[config.mk]
export PLATFORM = sky130hd
export DESIGN_NAME = fyee_coef
export DESIGN_NICKNAME = d
export VERILOG_FILES = /design/src/rtl/fdtd_yee_grid_step_top_defines.svh /design/src/rtl/fyee_pkg.sv /design/src/rtl/fyee_coef.sv
export SDC_FILE = /design/constraint.sdc
export NUM_CORES = 2
export LEC_CHECK = 0
export BUFFER_PORTS_ARGS = -buffer_cell sky130_fd_sc_hd__clkbuf_2
export CAP_MARGIN = 30
export CORE_MARGIN = 2
export CORE_UTILIZATION = 35
export DETAILED_ROUTE_END_ITERATION = 10
export GPL_ROUTABILITY_DRIVEN = 0
export SYNTH_ARGS = -nofsm -noshare
export SYNTH_HDL_FRONTEND = slang
export SYNTH_SLANG_ARGS = --single-unit
export TNS_END_PERCENT = 5
[constraint.sdc]
create_clock -name i_clk -period 4.09 [get_ports i_clk]
set_clock_uncertainty 0.15 [all_clocks]
set_input_delay 0.818 -clock i_clk [delete_from_list [all_inputs] [get_ports i_clk]]
set_output_delay 0.818 -clock i_clk [all_outputs]
set_load 0.03 [all_outputs]
[src/rtl/fdtd_yee_grid_step_top_defines.svh]
// ---------------------------------------------------------------------------
// fdtd_yee_grid_step_top_defines
// assertion macros shared by the grid step modules
// ---------------------------------------------------------------------------
`ifndef FDTD_YEE_GRID_STEP_TOP_DEFINES_SVH
`define FDTD_YEE_GRID_STEP_TOP_DEFINES_SVH
`ifndef SYNTHESIS
`define FYEE_ASSERT(lbl, clk, rst_n, prop) \
    lbl: assert property (@(posedge clk) disable iff (!rst_n) prop) \
        else $error("fyee check failed");
`define FYEE_NEXT(lbl, clk, rst_n, cond, prop) \
    lbl: assert property (@(posedge clk) disable iff (!rst_n) (cond) |=> (prop)) \
        else $error("fyee check failed");
`else
`define FYEE_ASSERT(lbl, clk, rst_n, prop)
`define FYEE_NEXT(lbl, clk, rst_n, cond, prop)
`endif
`endif

[src/rtl/fyee_pkg.sv]
// ---------------------------------------------------------------------------
// fyee_pkg
// grid sizes, command codes and shared types of the yee grid step engine
// ---------------------------------------------------------------------------
`timescale 1ns / 1ps
package fyee_pkg;
    localparam int GRID_X        = 16;
    localparam int GRID_Y        = 16;
    localparam int GRID_Z        = 16;
    localparam int MAT_COUNT     = 8;
    localparam int CELLS         = GRID_X * GRID_Y * GRID_Z;
    localparam int CELL_W        = $clog2(CELLS);
    localparam int XW            = $clog2(GRID_X);
    localparam int YW            = $clog2(GRID_Y);
    localparam int ZW            = $clog2(GRID_Z);
    localparam int MAT_W         = $clog2(MAT_COUNT);
    localparam int NUM_COEF      = 8;
    localparam int DATA_W        = 32;
    localparam int NUM_FIELD     = 6;
    localparam int ACC_W         = 52;
    localparam logic [DATA_W-1:0] Q_ONE = 32'h0001_0000;
    localparam int CA_IDX        = 0;
    localparam int DA_IDX        = 4;

    localparam logic [2:0] CMD_WR_FIELD = 3'd0;
    localparam logic [2:0] CMD_WR_MAT   = 3'd1;
    localparam logic [2:0] CMD_WR_COEF  = 3'd2;
    localparam logic [2:0] CMD_STEP     = 3'd3;
    localparam logic [2:0] CMD_RD_FIELD = 3'd4;

    typedef logic [NUM_COEF-1:0][DATA_W-1:0] t_coef_row;

    typedef struct packed {
        logic [NUM_FIELD-1:0][CELL_W-1:0] addr;
        logic [NUM_FIELD-1:0]             we;
        logic [2:0][DATA_W-1:0]           wdata;
        logic [CELL_W-1:0]                mat_addr;
        logic [MAT_W-1:0]                 coef_addr;
    } t_eng_mem;

    function automatic logic [CELL_W-1:0] cell_addr(input int x, input int y, input int z);
        return CELL_W'((x * GRID_Y + y) * GRID_Z + z);
    endfunction
endpackage

[src/rtl/fyee_coef.sv]
// ---------------------------------------------------------------------------
// fyee_coef
// coefficient table, one row of eight per material, per entry valid bits
// ---------------------------------------------------------------------------
`timescale 1ns / 1ps
module fyee_coef (
    input  logic                                i_clk,
    input  logic                                i_rst_n,
    input  logic                                i_we,
    input  logic [fyee_pkg::MAT_W-1:0]          i_wmat,
    input  logic [2:0]                          i_wsel,
    input  logic [fyee_pkg::DATA_W-1:0]         i_wdata,
    input  logic [fyee_pkg::MAT_W-1:0]          i_rmat,
    output fyee_pkg::t_coef_row                 o_row
);
    fyee_pkg::t_coef_row r_mem [fyee_pkg::MAT_COUNT];
    logic [fyee_pkg::MAT_COUNT-1:0][fyee_pkg::NUM_COEF-1:0] r_vld;
    fyee_pkg::t_coef_row                  r_q;
    logic [fyee_pkg::NUM_COEF-1:0]        r_qv;
    logic                                 r_q0;

    always_ff @(posedge i_clk) begin
        if (i_we) begin
            r_mem[i_wmat][i_wsel] <= i_wdata;
        end
        r_q  <= r_mem[i_rmat];
        r_q0 <= (i_rmat == '0);
    end

    always_ff @(posedge i_clk) begin
        if (!i_rst_n) begin
            r_vld <= '0;
            r_qv  <= '0;
        end else begin
            if (i_we) begin
                r_vld[i_wmat][i_wsel] <= 1'b1;
            end
            r_qv <= r_vld[i_rmat];
        end
    end

    always_comb begin
        for (int l = 0; l < fyee_pkg::NUM_COEF; l++) begin
            if (r_qv[l]) begin
                o_row[l] = r_q[l];
            end else if (r_q0 && (l == fyee_pkg::CA_IDX || l == fyee_pkg::DA_IDX)) begin
                o_row[l] = fyee_pkg::Q_ONE;
            end else begin
                o_row[l] = '0;
            end
        end
    end
endmodule

## Word-level counts from Yosys, hierarchy flattened

Memories as Yosys holds them, arrays and structs flattened. A register that Yosys moved wholly into a read port is not among the register bits.
Index checks and enable logic that the tools add are counted.
W data, S select, Z words.

| storage, ports and cells | value |
|---|---|
| bits in writable memories | 2048 |
| output and inout bits | 256 |
| word-level logic and storage cells | 39 |
| memories | 1 |
| bits in registers | 73 |
| input bits | 44 |

Memories:

| memory | words | bits a word | read ports | clocked after memory_dff | wr ports | RTL line | text |
|---|---|---|---|---|---|---|---|
| r_mem | 8 | 256 | 1 | 1 | 1 | fyee_coef.sv:16 | `fyee_pkg::t_coef_row r_mem [fyee_pkg::MAT_COUNT];` |

| cells by class | value |
|---|---|
| bitwise gates (word level) | 1 |
| reduce and logical (&&, ||, !) cells | 3 |
| $lt $le $gt $ge | 5 |
| muxes and demuxes | 19 |

Operator list:

| operator | number |
|---|---|
| $mux W32 | 9 |
| $mux W256 | 1 |
| $demux W32 S3 | 1 |
| $or A64 B64 Y64 | 1 |
| $bmux W8 S3 | 1 |
| $demux W8 S3 | 1 |
| $mux W17 | 1 |
| $mux W8 | 2 |
| $lt A3 B4 Y1 const B | 3 |
| $ge A3 B1 Y1 const B | 2 |
| $demux W1 S3 | 1 |
| $logic_not A3 Y1 | 1 |
| $logic_and A1 B1 Y1 | 2 |
| $mux W1 | 2 |

## Depth between registers and ports, before layout

| depth | value |
|---|---|
| depth after elaboration | 7 |
| gate-level depth with buffers | 6 |
| depth with buffers taken out | 3 |

## Worst setup path before layout

No wires, ideal clock.

| timing path | value |
|---|---|
| path kind | input to register |
| start point | input i_wsel[0] |
| end point | memory r_mem[1][0] (netlist bit), enable pin |
| data required time | 3.517 ns |
| data arrival time | 3.061 ns |
| path buffers | 2 |
| slack | 0.456 ns |
| library setup time | 0.423 ns |
| stages | 4 |
| path through | clkbuf_1 > or4b_1 > clkbuf_1 > nor2_1 |

| between the ends | value |
|---|---|
| longest elaborated chain between the ends | 5 |
| elaborated cells between the ends (all ways) | 6 |
| classes of those cells | order compare: 2; mux: 3; reduce/logical: 1 |

Ends and longest elaborated chain:

| item | RTL line | text |
|---|---|---|
| start: declaration | fyee_coef.sv:11 | `input logic [2:0] i_wsel,` |
| $lt A3 B4 Y1 (not written as such) or $ge A3 B1 Y1 (tied branches) | fyee_coef.sv:24 | `r_mem[i_wmat][i_wsel] <= i_wdata;` |
| $logic_and A1 B1 Y1 (not written as such) | fyee_coef.sv:24 |  |
| $mux W32 (not written as such) | fyee_coef.sv:24 |  |
| $demux W32 S3 * | fyee_coef.sv:24 |  |
| $mux W256 (not written as such) * | fyee_coef.sv:24 |  |
| end: declaration | fyee_coef.sv:16 |  |

Every way passes the cells marked *; elsewhere a longest branch is shown, timed or not.

==> key figures <==
Floorplan
  – Die area: roughly 250,000 µm²
  – Initial core utilization: 0.352
  – I/O pins: 300
  – Die H: approximately 500 µm
  – Width of the die: about 500 µm
  – Core Footprint: 246,000 µm²
  – Site Rows: 182

Layout
  – Fin nets: roughly 4,400
  – Area growth, synth to finish: 17.4%
  – Non-Filler Instances: around 7,900
  – Layout fillers: 21,300
  – Post-route cell area: around 100,000 µm²
  – Seq. cell area: 68,100 µm²
  – Share of layout cells above drive strength 1: 0.376
  – Multi-input gate area: 17,900 µm²

Worst setup path
  – Critical-path top delay cell: dfxtp_1
  – Crit Path Class: flop to primary output
  – R2R Path Start: r_mem[7][141]$_DFFE_PP_
  – CP endpoint kind: primary output
  – Worst setup startpoint: r_qv[6]$_SDFF_PN0_
  – Max incr delay on CP: roughly 0.53 ns
  – CP Launch Type: flop
  – Worst Path Max Fanout: 27
  – Req. time, crit path: around 3.1 ns
  – CP Cell Sequence: buf_4, and2_1, clkbuf_2
  – Worst path arrival time: approximately 2.4 ns

Clock network
  – Post-CTS setup buffers: 0
  – Clk Latency, worst-skew pair: between 0.8 and 0.9 ns
  – Max Root-Sink Buffers: 3
  – CTS Sinks: between 2,000 and 2,500
  – Root Driver: clkbuf_16
  – CTS tree: yes
  – CTS buffer count: around 230
  – CTS clk-pin slew, worst paths: ~0.060 ns
  – Depth of the CTS H-tree: 4
  – Resize count post-CTS: 0
  – Post-CTS Hold Buffers: 0

Global route
  – Vias in the first global route: slightly above 40,000
  – GRT Util Overall: 0.167
  – Initial antenna violation count: 42
  – First-pass GRT wire length: slightly below 300 mm
  – Largest net degree at the start of global routing: between 70 and 80
  – Global route overflow: 0

Power
  – NetSw: 10.9 mW
  – Power per cell area: 498 nW/µm²
  – Clk pwr share: 0.423
  – Net Sw Frac: 0.214
  – Peak VDD IR: about 420 µV
  – Internal: around 40 mW
  – LEAKAGE: ~33 nW
  – Register share of total power: 0.529
  – Combinational Power Share: 0.048

Routing
  – Pre-Repair DR Iteration Count: 5
  – WL per Instance: roughly 27 µm
  – Final ANT Viol Nets: 0
  – DRC: 0
  – DRT iter0 DRCs: between 3,000 and 4,000
  – Via count: a little under 40,000
  – Total Wirelength: around 210 mm
  – Vias/cell: approximately 5

Timing
  – Fmax: 0.297 GHz
  – Fin Setup TNS: 0 ns
  – Worst slew pin tran: 1.03 ns
  – Count of final max-slew check failures: 0
  – Crit path time final: approximately 3.4 ns
  – PnR worst setup slack: around 0.72 ns
  – Final setup violation count: 0
  – Final worst path period share: 0.824
  – Worst slew margin: 0.312
  – Hold Violations, Final: 0
  – RSZ-0062 raised after global routing: no
  – WHS: 0.167 ns

Synth
  – Synthesized net count: approximately 3,800
  – Synth warnings: 0
  – Synthesized area: about 87,000 µm²
  – Yosys reg bits: 2,377
  – Synth Flop Type: edfxtp_1
  – Mapped Cells: between 3,000 and 4,000
  – Post-Syn Area per Cell: between 20 and 25 µm²
  – Synth async-reset ratio: 0
  – Post-synth EDFFs: around 2,000
  – Sequential area share after synthesis: 0.786
  – Post-synth cell types: 24

Worst hold path
  – Hold Crit Start: i_wdata[11]
  – Min-Delay Path Class: primary input to flop

Placement
  – Cell Area, Placed: 93,800 µm²
  – Dpl hpwl: between 100 and 150 mm
  – Cells after DPL: ~7,400
  – Dpl ws: 0.927 ns
  – IO Port Bufs: roughly 300

Outcome
  – Outcome: finished, final reports clean

Flow run
  – Max Cap Viol: 0
-- layer usage --
metal | vias to the layer above | GRT usage | part of all wire
li1 | 16600 | - | -
met1 | 21000 | 0.228 | 0.42
met2 | 1223 | 0.274 | 0.49
met3 | 260 | 0.0274 | 0.059
met4 | 0 | 0.0511 | 0.027
met5 | - | 0 | 0
-- flip-flops by register name (all words and copies together) (netlist names) --
signal	flops
r_mem	2048
r_q	256
r_vld	64
r_qv	8
r_q0	1
-- critical path: cells and delay by family (launching register included) --
kind,cells,cell delay [ns]
buffers and inverters,2,0.61
flip-flops,1,0.53
AND/OR/NAND/NOR,1,0.40
-- cells by family after synthesis --
kind of cell | count (synthesis) | synth area share
AOI/OAI and AO/OA | 80 | 0.00716
DFF | 2377 | 0.786
muxes | 794 | 0.171
and+or+nand+nor | 337 | 0.0229
buffers and inverters | 196 | 0.0138
-- power by group through the flow --
stage / clock, mW / combinational, mW / sequential (mW)
floorplan: 0 / 1.40 / 27.2
global placement: 0 / 2.45 / 27.4
detailed placement: 0 / 2.50 / 27.4
CTS: 21.9 / 2.50 / 26.8
global route: 22.8 / 2.61 / 26.9
finish: 21.4 / 2.44 / 26.8
-- cells in the final DEF, fill, tap and decap left out, types with 4 or more instances in the layout --
master,count
clkinv_2,41
a22oi_1,8
o211a_1,8
mux4_2,520
buf_12,55
buf_4,151
clkbuf_16,232
bufinv_16,18
inv_6,6
clkinv_16,10
o21a_1,64
clkinv_1,33
edfxtp_1,2048
clkbuf_1,55
mux2_2,258
clkinvlp_4,8
clkbuf_2,278
clkbuf_8,32
dfxtp_1,329
mux2i_1,16
clkinv_4,4
nor2_4,64
and2_1,255
buf_2,18
diode_2,12
-- final cells by class --
class	count	area share
Antenna cell	12	0.000295
Tap cell	3312	0.0407
Sequential cell	2377	0.669
Clock buffer	319	0.0634
Clock inverter	123	0.0134
Timing Repair Buffer	507	0.0375
Multi-Input combinational cell	1211	0.176
-- synthesized netlist by cell type, types with 8 or more instances --
master | number | area share
edfxtp_1 | 2048 | 0.71
mux4_2 | 520 | 0.14
dfxtp_1 | 329 | 0.076
mux2_2 | 258 | 0.034
and2_1 | 255 | 0.018
clkbuf_1 | 76 | 0.0033
nor2_1 | 64 | 0.0028
o21a_1 | 64 | 0.0055
buf_2 | 59 | 0.0034
buf_6 | 52 | 0.0068
mux2i_1 | 16 | 0.0018
buf_1 | 9 | 0.00039
a22oi_1 | 8 | 0.00069
o211a_1 | 8 | 0.00092
-- through the flow --
stage | utilization | total power [mW]
final | 0.413 | 50.7
after global routing | 0.413 | 52.3
after CTS | 0.413 | 51.2
after detailed placement | 0.381 | 29.9
after global placement | 0.380 | 29.8
after floorplan | - | 28.6
-- path summary, 6_finish.rpt --
path	endpoint	slack [ns]	cells past startpoint
hold / removal	r_mem[2][235]$_DFFE_PP_	0.17	1
setup reg to reg	r_q[141]$_DFF_P_	2.57	2
setup / recovery	o_row[197]	0.72	3
hold reg to reg	r_vld[14]$_SDFFE_PN0P_	0.31	1
No activity file was read; power rests on OpenSTA's default activity.
