[src/rtl/fdtd_yee_grid_step_top_defines.svh]
// ---------------------------------------------------------------------------
// fdtd_yee_grid_step_top_defines
// assertion macros shared by the grid step modules
// ---------------------------------------------------------------------------
`ifndef FDTD_YEE_GRID_STEP_TOP_DEFINES_SVH
`define FDTD_YEE_GRID_STEP_TOP_DEFINES_SVH
`ifndef SYNTHESIS
`define FYEE_ASSERT(lbl, clk, rst_n, prop) \
    lbl: assert property (@(posedge clk) disable iff (!rst_n) prop) \
        else $error("fyee check failed");
`define FYEE_NEXT(lbl, clk, rst_n, cond, prop) \
    lbl: assert property (@(posedge clk) disable iff (!rst_n) (cond) |=> (prop)) \
        else $error("fyee check failed");
`else
`define FYEE_ASSERT(lbl, clk, rst_n, prop)
`define FYEE_NEXT(lbl, clk, rst_n, cond, prop)
`endif
`endif

[src/rtl/fyee_pkg.sv]
// ---------------------------------------------------------------------------
// fyee_pkg
// grid sizes, command codes and shared types of the yee grid step engine
// ---------------------------------------------------------------------------
`timescale 1ns / 1ps
package fyee_pkg;
    localparam int GRID_X        = 16;
    localparam int GRID_Y        = 16;
    localparam int GRID_Z        = 16;
    localparam int MAT_COUNT     = 8;
    localparam int CELLS         = GRID_X * GRID_Y * GRID_Z;
    localparam int CELL_W        = $clog2(CELLS);
    localparam int XW            = $clog2(GRID_X);
    localparam int YW            = $clog2(GRID_Y);
    localparam int ZW            = $clog2(GRID_Z);
    localparam int MAT_W         = $clog2(MAT_COUNT);
    localparam int NUM_COEF      = 8;
    localparam int DATA_W        = 32;
    localparam int NUM_FIELD     = 6;
    localparam int ACC_W         = 52;
    localparam logic [DATA_W-1:0] Q_ONE = 32'h0001_0000;
    localparam int CA_IDX        = 0;
    localparam int DA_IDX        = 4;

    localparam logic [2:0] CMD_WR_FIELD = 3'd0;
    localparam logic [2:0] CMD_WR_MAT   = 3'd1;
    localparam logic [2:0] CMD_WR_COEF  = 3'd2;
    localparam logic [2:0] CMD_STEP     = 3'd3;
    localparam logic [2:0] CMD_RD_FIELD = 3'd4;

    typedef logic [NUM_COEF-1:0][DATA_W-1:0] t_coef_row;

    typedef struct packed {
        logic [NUM_FIELD-1:0][CELL_W-1:0] addr;
        logic [NUM_FIELD-1:0]             we;
        logic [2:0][DATA_W-1:0]           wdata;
        logic [CELL_W-1:0]                mat_addr;
        logic [MAT_W-1:0]                 coef_addr;
    } t_eng_mem;

    function automatic logic [CELL_W-1:0] cell_addr(input int x, input int y, input int z);
        return CELL_W'((x * GRID_Y + y) * GRID_Z + z);
    endfunction
endpackage

[src/rtl/fyee_seq.sv]
// ---------------------------------------------------------------------------
// fyee_seq
// step sequencer: walks interior cells, e pass then h pass, one shared
// multiplier, read modify write of the field stores
// ---------------------------------------------------------------------------
`timescale 1ns / 1ps
`include "fdtd_yee_grid_step_top_defines.svh"
module fyee_seq (
    input  logic                                                i_clk,
    input  logic                                                i_rst_n,
    input  logic                                                i_start,
    input  logic [fyee_pkg::NUM_FIELD-1:0][fyee_pkg::DATA_W-1:0] i_field_q,
    input  logic [fyee_pkg::MAT_W-1:0]                          i_mat_q,
    input  fyee_pkg::t_coef_row                                 i_coef_row,
    output fyee_pkg::t_eng_mem                                  o_mem,
    output logic                                                o_done
);
    typedef enum logic [7:0] {
        S_IDLE  = 8'b0000_0001,
        S_RD0   = 8'b0000_0010,
        S_RD1   = 8'b0000_0100,
        S_RD2   = 8'b0000_1000,
        S_RD3   = 8'b0001_0000,
        S_MUL   = 8'b0010_0000,
        S_DRAIN = 8'b0100_0000,
        S_WR    = 8'b1000_0000
    } t_state;

    localparam int ACC_W = fyee_pkg::ACC_W;

    t_state r_state, n_state;
    logic [fyee_pkg::XW-1:0] r_i;
    logic [fyee_pkg::YW-1:0] r_j;
    logic [fyee_pkg::ZW-1:0] r_k;
    logic                    r_phase_h;
    logic [1:0]              r_comp, r_term, r_pcomp, r_pterm;
    logic                    r_pv;
    logic [2:0][31:0]        r_old, r_own, r_n1, r_n2;
    fyee_pkg::t_coef_row     r_coef;
    logic signed [64:0]      r_prod;
    logic signed [ACC_W-1:0] r_acc [3];

    logic [fyee_pkg::CELL_W-1:0] w_c, w_p1, w_psy, w_psx;
    logic [2:0][fyee_pkg::CELL_W-1:0] w_oth_addr;
    logic [2:0][31:0]        w_upd_q, w_oth_q;
    logic [2:0]              w_ci;
    logic signed [32:0]      w_d;
    logic signed [31:0]      w_coef;
    logic signed [64:0]      w_prod;
    logic signed [ACC_W-1:0] w_term;
    logic                    w_last;

    function automatic logic signed [32:0] f_diff(input logic [31:0] a, input logic [31:0] b);
        return {a[31], a} - {b[31], b};
    endfunction

    function automatic logic [31:0] f_sat(input logic signed [ACC_W-1:0] v);
        if ((&v[ACC_W-1:31]) || !(|v[ACC_W-1:31])) begin
            return v[31:0];
        end else if (v[ACC_W-1]) begin
            return 32'h8000_0000;
        end else begin
            return 32'h7fff_ffff;
        end
    endfunction

    always_comb begin
        w_c   = fyee_pkg::cell_addr(int'(r_i), int'(r_j), int'(r_k));
        w_p1  = r_phase_h ? w_c + fyee_pkg::CELL_W'(1) : w_c - fyee_pkg::CELL_W'(1);
        w_psy = r_phase_h ? w_c + fyee_pkg::CELL_W'(fyee_pkg::GRID_Z)
                          : w_c - fyee_pkg::CELL_W'(fyee_pkg::GRID_Z);
        w_psx = r_phase_h ? w_c + fyee_pkg::CELL_W'(fyee_pkg::GRID_Y * fyee_pkg::GRID_Z)
                          : w_c - fyee_pkg::CELL_W'(fyee_pkg::GRID_Y * fyee_pkg::GRID_Z);
        if (r_state == S_RD1) begin
            w_oth_addr = {w_psy, w_p1, w_p1};
        end else if (r_state == S_RD2) begin
            w_oth_addr = {w_psx, w_psx, w_psy};
        end else begin
            w_oth_addr = {w_c, w_c, w_c};
        end
        for (int n = 0; n < 3; n++) begin
            w_upd_q[n] = r_phase_h ? i_field_q[n + 3] : i_field_q[n];
            w_oth_q[n] = r_phase_h ? i_field_q[n] : i_field_q[n + 3];
            o_mem.addr[n]     = r_phase_h ? w_oth_addr[n] : w_c;
            o_mem.addr[n + 3] = r_phase_h ? w_c : w_oth_addr[n];
            o_mem.we[n]       = (r_state == S_WR) && !r_phase_h;
            o_mem.we[n + 3]   = (r_state == S_WR) && r_phase_h;
            o_mem.wdata[n]    = f_sat(r_acc[n]);
        end
        o_mem.mat_addr  = w_c;
        o_mem.coef_addr = i_mat_q;
    end

    // operand select: decay term, then the two curl terms of each component
    always_comb begin
        w_ci = {r_phase_h, 2'd0};
        w_d  = f_diff(r_old[r_comp], 32'd0);
        if (r_term != 2'd0) begin
            case ({r_comp, r_term[1]})
                3'b000: begin w_ci = {r_phase_h, 2'd2}; w_d = f_diff(r_own[2], r_n1[2]); end
                3'b001: begin w_ci = {r_phase_h, 2'd3}; w_d = f_diff(r_n1[1], r_own[1]); end
                3'b010: begin w_ci = {r_phase_h, 2'd3}; w_d = f_diff(r_own[0], r_n1[0]); end
                3'b011: begin w_ci = {r_phase_h, 2'd1}; w_d = f_diff(r_n2[2], r_own[2]); end
                3'b100: begin w_ci = {r_phase_h, 2'd1}; w_d = f_diff(r_own[1], r_n2[1]); end
                3'b101: begin w_ci = {r_phase_h, 2'd2}; w_d = f_diff(r_n2[0], r_own[0]); end
                default: begin w_ci = {r_phase_h, 2'd0}; w_d = '0; end
            endcase
        end
        w_coef = r_coef[w_ci];
        w_prod = w_coef * w_d;
        w_term = ACC_W'(r_prod >>> 16);
        w_last = (r_i == fyee_pkg::XW'(fyee_pkg::GRID_X - 2))
              && (r_j == fyee_pkg::YW'(fyee_pkg::GRID_Y - 2))
              && (r_k == fyee_pkg::ZW'(fyee_pkg::GRID_Z - 2));
        o_done = (r_state == S_WR) && w_last && r_phase_h;
    end

    always_comb begin
        n_state = r_state;
        unique case (r_state)
            S_IDLE:  if (i_start) n_state = S_RD0;
            S_RD0:   n_state = S_RD1;
            S_RD1:   n_state = S_RD2;
            S_RD2:   n_state = S_RD3;
            S_RD3:   n_state = S_MUL;
            S_MUL:   if (r_comp == 2'd2 && r_term == 2'd2) n_state = S_DRAIN;
            S_DRAIN: n_state = S_WR;
            S_WR:    n_state = (w_last && r_phase_h) ? S_IDLE : S_RD0;
            default: n_state = S_IDLE;
        endcase
    end

    always_ff @(posedge i_clk) begin
        if (!i_rst_n) begin
            r_state   <= S_IDLE;
            r_pv      <= 1'b0;
            r_phase_h <= 1'b0;
            r_i       <= fyee_pkg::XW'(1);
            r_j       <= fyee_pkg::YW'(1);
            r_k       <= fyee_pkg::ZW'(1);
            r_comp    <= '0;
            r_term    <= '0;
        end else begin
            r_state <= n_state;
            r_pv    <= (r_state == S_MUL);
            if (r_state == S_IDLE && i_start) begin
                r_phase_h <= 1'b0;
                r_i       <= fyee_pkg::XW'(1);
                r_j       <= fyee_pkg::YW'(1);
                r_k       <= fyee_pkg::ZW'(1);
            end
            if (r_state == S_RD3) begin
                r_comp <= '0;
                r_term <= '0;
            end
            if (r_state == S_MUL) begin
                if (r_term == 2'd2) begin
                    r_term <= '0;
                    r_comp <= r_comp + 2'd1;
                end else begin
                    r_term <= r_term + 2'd1;
                end
            end
            if (r_state == S_WR) begin
                if (w_last) begin
                    r_phase_h <= 1'b1;
                    r_i       <= fyee_pkg::XW'(1);
                    r_j       <= fyee_pkg::YW'(1);
                    r_k       <= fyee_pkg::ZW'(1);
                end else if (r_k != fyee_pkg::ZW'(fyee_pkg::GRID_Z - 2)) begin
                    r_k <= r_k + fyee_pkg::ZW'(1);
                end else begin
                    r_k <= fyee_pkg::ZW'(1);
                    if (r_j != fyee_pkg::YW'(fyee_pkg::GRID_Y - 2)) begin
                        r_j <= r_j + fyee_pkg::YW'(1);
                    end else begin
                        r_j <= fyee_pkg::YW'(1);
                        r_i <= r_i + fyee_pkg::XW'(1);
                    end
                end
            end
        end
    end

    always_ff @(posedge i_clk) begin
        if (r_state == S_RD1) begin
            r_old <= w_upd_q;
            r_own <= w_oth_q;
        end
        if (r_state == S_RD2) begin
            r_n1   <= w_oth_q;
            r_coef <= i_coef_row;
        end
        if (r_state == S_RD3) begin
            r_n2 <= w_oth_q;
        end
        r_prod  <= w_prod;
        r_pcomp <= r_comp;
        r_pterm <= r_term;
        if (r_pv) begin
            r_acc[r_pcomp] <= (r_pterm == 2'd0) ? w_term : r_acc[r_pcomp] + w_term;
        end
    end

    `FYEE_ASSERT(a_start_idle, i_clk, i_rst_n, i_start |-> r_state == S_IDLE)
    `FYEE_NEXT(a_done_pulse, i_clk, i_rst_n, o_done, !o_done)
    `FYEE_NEXT(a_wr_single, i_clk, i_rst_n, r_state == S_WR, r_state != S_WR)
endmodule

[config.mk]
export PLATFORM = sky130hd
export DESIGN_NAME = fyee_seq
export DESIGN_NICKNAME = d
export VERILOG_FILES = /design/src/rtl/fyee_pkg.sv /design/src/rtl/fyee_seq.sv
export VERILOG_INCLUDE_DIRS = /design/src /design/src/rtl
export SDC_FILE = /design/constraint.sdc
export NUM_CORES = 2
export LEC_CHECK = 0
export BUFFER_PORTS_ARGS = -buffer_cell sky130_fd_sc_hd__buf_2
export CORE_UTILIZATION = 40
export DETAILED_ROUTE_END_ITERATION = 16
export PLACE_DENSITY_LB_ADDON = 0.12
export RECOVER_POWER = 25
export SLEW_MARGIN = 20
export SYNTH_ARGS = -nofsm -noshare
export SYNTH_HDL_FRONTEND = slang
export SYNTH_SLANG_ARGS = --single-unit
[constraint.sdc]
create_clock -name i_clk -period 16.9 [get_ports i_clk]
set_input_delay 2.535 -clock i_clk [delete_from_list [all_inputs] [get_ports i_clk]]
set_output_delay 2.535 -clock i_clk [all_outputs]
set_load 0.005 [all_outputs]
# Yosys cells after proc, flatten, opt, wreduce, memory -nomap -nowiden
# Memory sizes are Yosys's and may differ from the RTL's. A register that Yosys moved wholly into a read port is not among the register bits.
# Index checks and enable logic that the tools add are counted.
# totals
regBits,735
mem_bits_rw,156
input_bits,454
output_inout_bits,190
mem_count,1
# op_classes
addsub,20
n_mul,1
magnitude_cmp,2
n_eq_ne,22
n_mux,61
n_reduce_logical,31
# memory_table
name,words,word_bits,rd,rd_ports_with_merged_regs,write_ports,line,text
r_acc,3,52,4,1,1,fyee_seq.sv:41,logic signed [ACC_W-1:0] r_acc [3];
# op_table
operator,n
2-to-1 mux 32 bit,14
case mux 33 bit (6 select lines),1
subtractor 32 x 32 -> 33 bit,6
2-to-1 mux 12 bit,9
binary-select mux 32 bit (select 3 bit),1
2-to-1 mux 36 bit,2
multiplier 32 x 33 -> 65 bit,1
binary-select mux 32 bit (select 2 bit),1
case mux 8 bit (8 select lines),1
AND reduction 21 bit,3
OR reduction 21 bit,3
2-to-1 mux 4 bit,14
adder 52 x 49 -> 52 bit,1
2-to-1 mux 52 bit,1
2-to-1 mux 33 bit,1
2-to-1 mux 2 bit,8
2-to-1 mux 8 bit,2
adder 12 x 1 -> 12 bit (second input constant),1
adder 12 x 4 -> 12 bit,1
adder 12 x 5 -> 12 bit (second input constant),1
adder 12 x 9 -> 12 bit (second input constant),1
adder 4 x 1 -> 4 bit (second input constant),3
equality test 4 bit (second input constant),3
subtractor 12 x 1 -> 12 bit (second input constant),1
30 further kinds,57

# Logic depth before layout (Yosys ltp)
# depth
ltp_word,7
ltp_mapped,46

# Least setup slack after synthesis
# OpenSTA, ideal clock, no wires.
# synth_path
path_kind,reg2out
from,register r_state[0]
to,output o_mem[164] (netlist bit)
arrival_time_ns,12.955
required_time_ns,14.365
setup_slack_ns,1.410
stages_incl_launch_ff,9
n_path_buf,1
path_cell_list,dfxtp_1 -> nor2_1 -> nand2_1 -> or3_1 -> or3b_2 -> inv_1 -> clkbuf_1 -> a221oi_1 -> a21bo_2
# synth_lines
item,line,text
from (decl),fyee_seq.sv:31,"t_state r_state, n_state;"
from (signal assigned),fyee_seq.sv:144,r_state <= n_state;
to (decl),fyee_seq.sv:15,"output fyee_pkg::t_eng_mem o_mem,"

# Worst setup path in the final report
# layout_path
from,register r_comp[0]
to,register r_prod[64]
# layout_via
elab_chain_cells,7
elab_cells_between_ends,18
cone_classes,mul: 1; eq/ne: 5; mux: 8; reduce/logical: 4
# layout_rtl
item,line,text
from (decl),fyee_seq.sv:36,"logic [1:0] r_comp, r_term, r_pcomp, r_pterm;"
from (signal assigned),fyee_seq.sv:159,r_comp <= r_comp + 2'd1;
equality test 3 bit (tied with other cells),-,
OR reduction 2 bit (no source line),-,
case mux 2 bit (3 select lines),fyee_seq.sv:99,"case ({r_comp, r_term[1]})"
2-to-1 mux 2 bit,fyee_seq.sv:98,if (r_term != 2'd0) begin
binary-select mux 32 bit (select 3 bit),fyee_seq.sv:109,w_coef = r_coef[w_ci];
2-to-1 mux 32 bit (implied by the code),fyee_seq.sv:109,
multiplier 32 x 33 -> 65 bit (*),fyee_seq.sv:110,w_prod = w_coef * w_d;
named net w_prod[64],fyee_seq.sv:49,logic signed [64:0] w_prod;
to (signal assigned),fyee_seq.sv:197,r_prod <= w_prod;
to (decl),fyee_seq.sv:40,logic signed [64:0] r_prod;
# Mark *: on every way through the listed nets, which the timed path passes. The rest lies on a longest branch. The select of a mux whose other input is x is not followed.
# A chain may end at the register's enable or synchronous reset.

==> results.md <==
- Via/cell ratio: 5.44
- Net Count, Synth: around 11000
- Chip Height: 472 um
- Crit-path max FO: 38
- Core Area: about 220000 sq um
- First-pass iteration count of the detailed router: 8
- Clk Latency, worst-skew pair: 810 ps
- Simple-Gate Fraction of Synth Area: 0.127
- Async SR Flop Fraction: 0
- CTS buffer count: ~110
- Vias in the first global route: approximately 68000
- Most used cell, CP: fa_1
- Predominant post-synthesis flop cell: edfxtp_1
- WL final: 294 mm
- CP max-delay cell: clkbuf_1
- Achievable frequency: 0.0752 GHz
- Adder-Cell Fraction of Synth Area: 0.316
- Grt ovf: 0
- GRT Util Overall: 0.263
- Root buffer cell: clkbuf_16
- Antenna Nets Post-Route: 0
- Reg2Reg Setup Slack: 3610 ps
- Die area: 223000 sq um
- Seq cells post-synth: 927
- Compound-Gate Fraction of Synth Area: 0.0975
- Mux contribution to synthesized area: 0.0460
- CP Class: reg2reg
- Crit path time final: ~13000 ps
- Seq/Total Area, Yosys: 0.306
- Setup violators final: 0
- Pre-CTS setup slack: just under 4000 ps
- Max Cap Viol: 5
- Cell Area, Synth: 88400 sq um
- Die width: about 470 um
- Routed vias: 65640
- Final Slew Violations: a little over 300
- Worst Path Required: 17600 ps
- Worst-margin pin slew: 5290 ps
- Max H-tree Level: 3
- Clock sink total: between 900 and 1000
- Initial Util: 0.403
- Setup ws final: between 3000 and 4000 ps
- Worst rel slew slack: -2.53
- HPWL after detailed placement: 223 mm
- Max Buffers Root-to-Sink: 3
- Setup crit end kind: flop
- Gpl congestion: roughly 0.94
- Total Nets Final: 11112
- Main combinational cell family by area after synthesis: adder cells
- EDFF count, synth: between 800 and 900
- Clock Skew: about 86 ps
- DRC: 0
- RSZ-0062 raised after global routing: false
- CTS tree: done
- Postcts setup bufs: 0
- Iter 0 DRT Violations: approximately 5400
- Setup TNS: 0 ps
- Port Buffers: 637
- Initial antenna violation count: 36
- Post-CTS resize count: 0
- Synth Area in XOR/XNOR: 0.0251
- # hold bufs at CTS: 0
- # IOs: 644
- Row count: 172
- Failing checks: max-capacitance violations, max-slew violations
- Syn Area/Cell: about 10 sq um
- HP Class: reg2reg
- Syn. warnings: 0
- Period utilization: 0.786
- End-of-flow core utilization: 0.449
- Mapped Cells: 8603
- Share of cells above drive strength 1: 0.142
- Fill count: 21017
- Arr. time, crit path: around 14000 ps
- Worst-path clk slew: 60 ps
- Pin count of the biggest net entering global routing: approximately 180
- Max stage delay on crit path: around 1200 ps
- Status: finished with violations
- Drt wl/cell: approximately 24 um
- Worst Hold Slack: just under 500 ps
- Final Hold Viols: 0
- Crit start category: flop
- First-pass GRT wire length: 436 mm
- Distinct cells, synth: around 100
- Area delta synth->final: 11.6%
## placed cells by master, fill, tap and decap left out, types with 138 or more instances in the layout
cell | Yosys | final
mux2_2 | 226 | 191
inv_1 | 1469 | 1466
buf_2 | 69 | 608
a21o_1 | 255 | 255
ha_1 | 443 | 443
nand2b_1 | 201 | 201
a21oi_1 | 308 | 300
xnor2_1 | 163 | 163
nand3_1 | 209 | 209
buf_4 | 33 | 138
fa_1 | 1120 | 1120
edfxtp_1 | 848 | 848
o21ai_0 | 235 | 222
nand2_1 | 863 | 860
nor2b_1 | 197 | 196
nor2_1 | 526 | 519
## critical path: cells and delay by family (launching register included)
kind	cells	cell delay [ps]
flops	1	550
simple gates	8	2290
buf+inv	7	2880
xor+xnor	1	160
compound gates	10	2200
fa+ha+maj	9	5000
## flip-flops by register name, summed over array words and instances, names as in the netlist, 2 cells and up
register and cells:
r_i 4, r_prod 49, r_own 96, r_comp 2
r_term 2, r_k 4, r_acc 208, r_old 96
r_pcomp 2, r_pterm 2, r_n2 96, r_state 8
r_j 4, r_coef 256, r_n1 96
## metrics by stage
step / instance area, sq um / cells
after global placement: 95000 / 11856
after floorplan: 88400 / 8603
after CTS: 98700 / 12058
after detailed placement: 95000 / 11856
after global routing: 98700 / 12069
final: 98700 / 12070
## cell usage after synthesis (14+ instances only)
| cell | instances | area, sq um |
|---|---|---|
| buf_1 | 25 | 93.8 |
| clkbuf_1 | 269 | 1010 |
| nand3_1 | 209 | 1050 |
| nand2b_1 | 201 | 1260 |
| mux2_2 | 226 | 2540 |
| o211ai_1 | 20 | 150 |
| or3_1 | 23 | 144 |
| o21bai_1 | 39 | 293 |
| a22oi_1 | 14 | 105 |
| fa_1 | 1120 | 22400 |
| nor4_1 | 27 | 169 |
| buf_4 | 33 | 248 |
| edfxtp_1 | 848 | 25500 |
| nor3b_1 | 18 | 135 |
| mux4_2 | 52 | 1170 |
| or2_2 | 25 | 156 |
| o221ai_1 | 14 | 123 |
| inv_1 | 1469 | 5510 |
| and3_1 | 52 | 325 |
| buf_2 | 69 | 345 |
| a211oi_1 | 39 | 293 |
| mux2i_1 | 35 | 350 |
| a221oi_1 | 22 | 193 |
| dfxtp_1 | 79 | 1580 |
| and2_1 | 81 | 507 |
| nand4_1 | 44 | 275 |
| a31oi_1 | 39 | 244 |
| o21ai_1 | 29 | 145 |
| a21o_1 | 255 | 1910 |
| a21boi_0 | 23 | 173 |
| o31ai_1 | 23 | 173 |
| o21ai_0 | 235 | 1180 |
| nor2b_1 | 197 | 1230 |
| o21a_1 | 53 | 398 |
| o22ai_1 | 26 | 163 |
| xor2_1 | 90 | 788 |
| nor2_1 | 526 | 1970 |
| nand2_1 | 863 | 3240 |
| xnor2_1 | 163 | 1430 |
| nor3_1 | 88 | 440 |
| a21oi_1 | 308 | 1540 |
| ha_1 | 443 | 5540 |
## cell type report
| cell class | count | area [sq um] | area share |
|---|---|---|---|
| Clock inverter | 78 | 860 | 0.00871 |
| Tap cell | 2871 | 3590 | 0.0364 |
| Inverter | 1470 | 5530 | 0.0560 |
| Antenna cell | 12 | 30.0 | 0.000304 |
| Clock buffer | 124 | 2780 | 0.0282 |
| Timing Repair Buffer | 781 | 4240 | 0.0430 |
| Sequential cell | 927 | 27100 | 0.274 |
| Multi-Input combinational cell | 5807 | 54600 | 0.553 |
## layer usage
metal / GRT usage / share of wire / routed length, um
met4: 0.0870 / 0.034 / 10100
met2: 0.429 / 0.46 / 137000
met3: 0.0393 / 0.067 / 19800
met1: 0.357 / 0.43 / 128000
met5: 0 / 0.000099 / 29
## kinds of logic (layout without fill, tap and decap cells)
family	count (synthesis)	in the layout
XOR/XNOR	253	253
adder cells (fa/ha/maj)	1563	1563
flip-flops	927	927
AND/OR/NAND/NOR	2392	2392
AO/OA/AOI/OAI	1286	1286
buffers and inverters	1869	2453
multiplexers	313	313
other	0	12
## path summary, 6_finish.rpt
kind | from | end | depth (start not counted)
setup / recovery | r_comp[0]$_SDFF_PN0_ | r_prod[64]$_DFF_P_ | 35
hold / removal | r_state[1]$_SDFFE_PN0P_ | r_state[2]$_SDFFE_PN0P_ | 2
setup reg to reg | r_comp[0]$_SDFF_PN0_ | r_prod[64]$_DFF_P_ | 35
hold reg to reg | r_state[1]$_SDFFE_PN0P_ | r_state[2]$_SDFFE_PN0P_ | 2
Power is not shown: default switching activity piles up to over one toggle a cycle in this logic, so the estimate is an artifact.
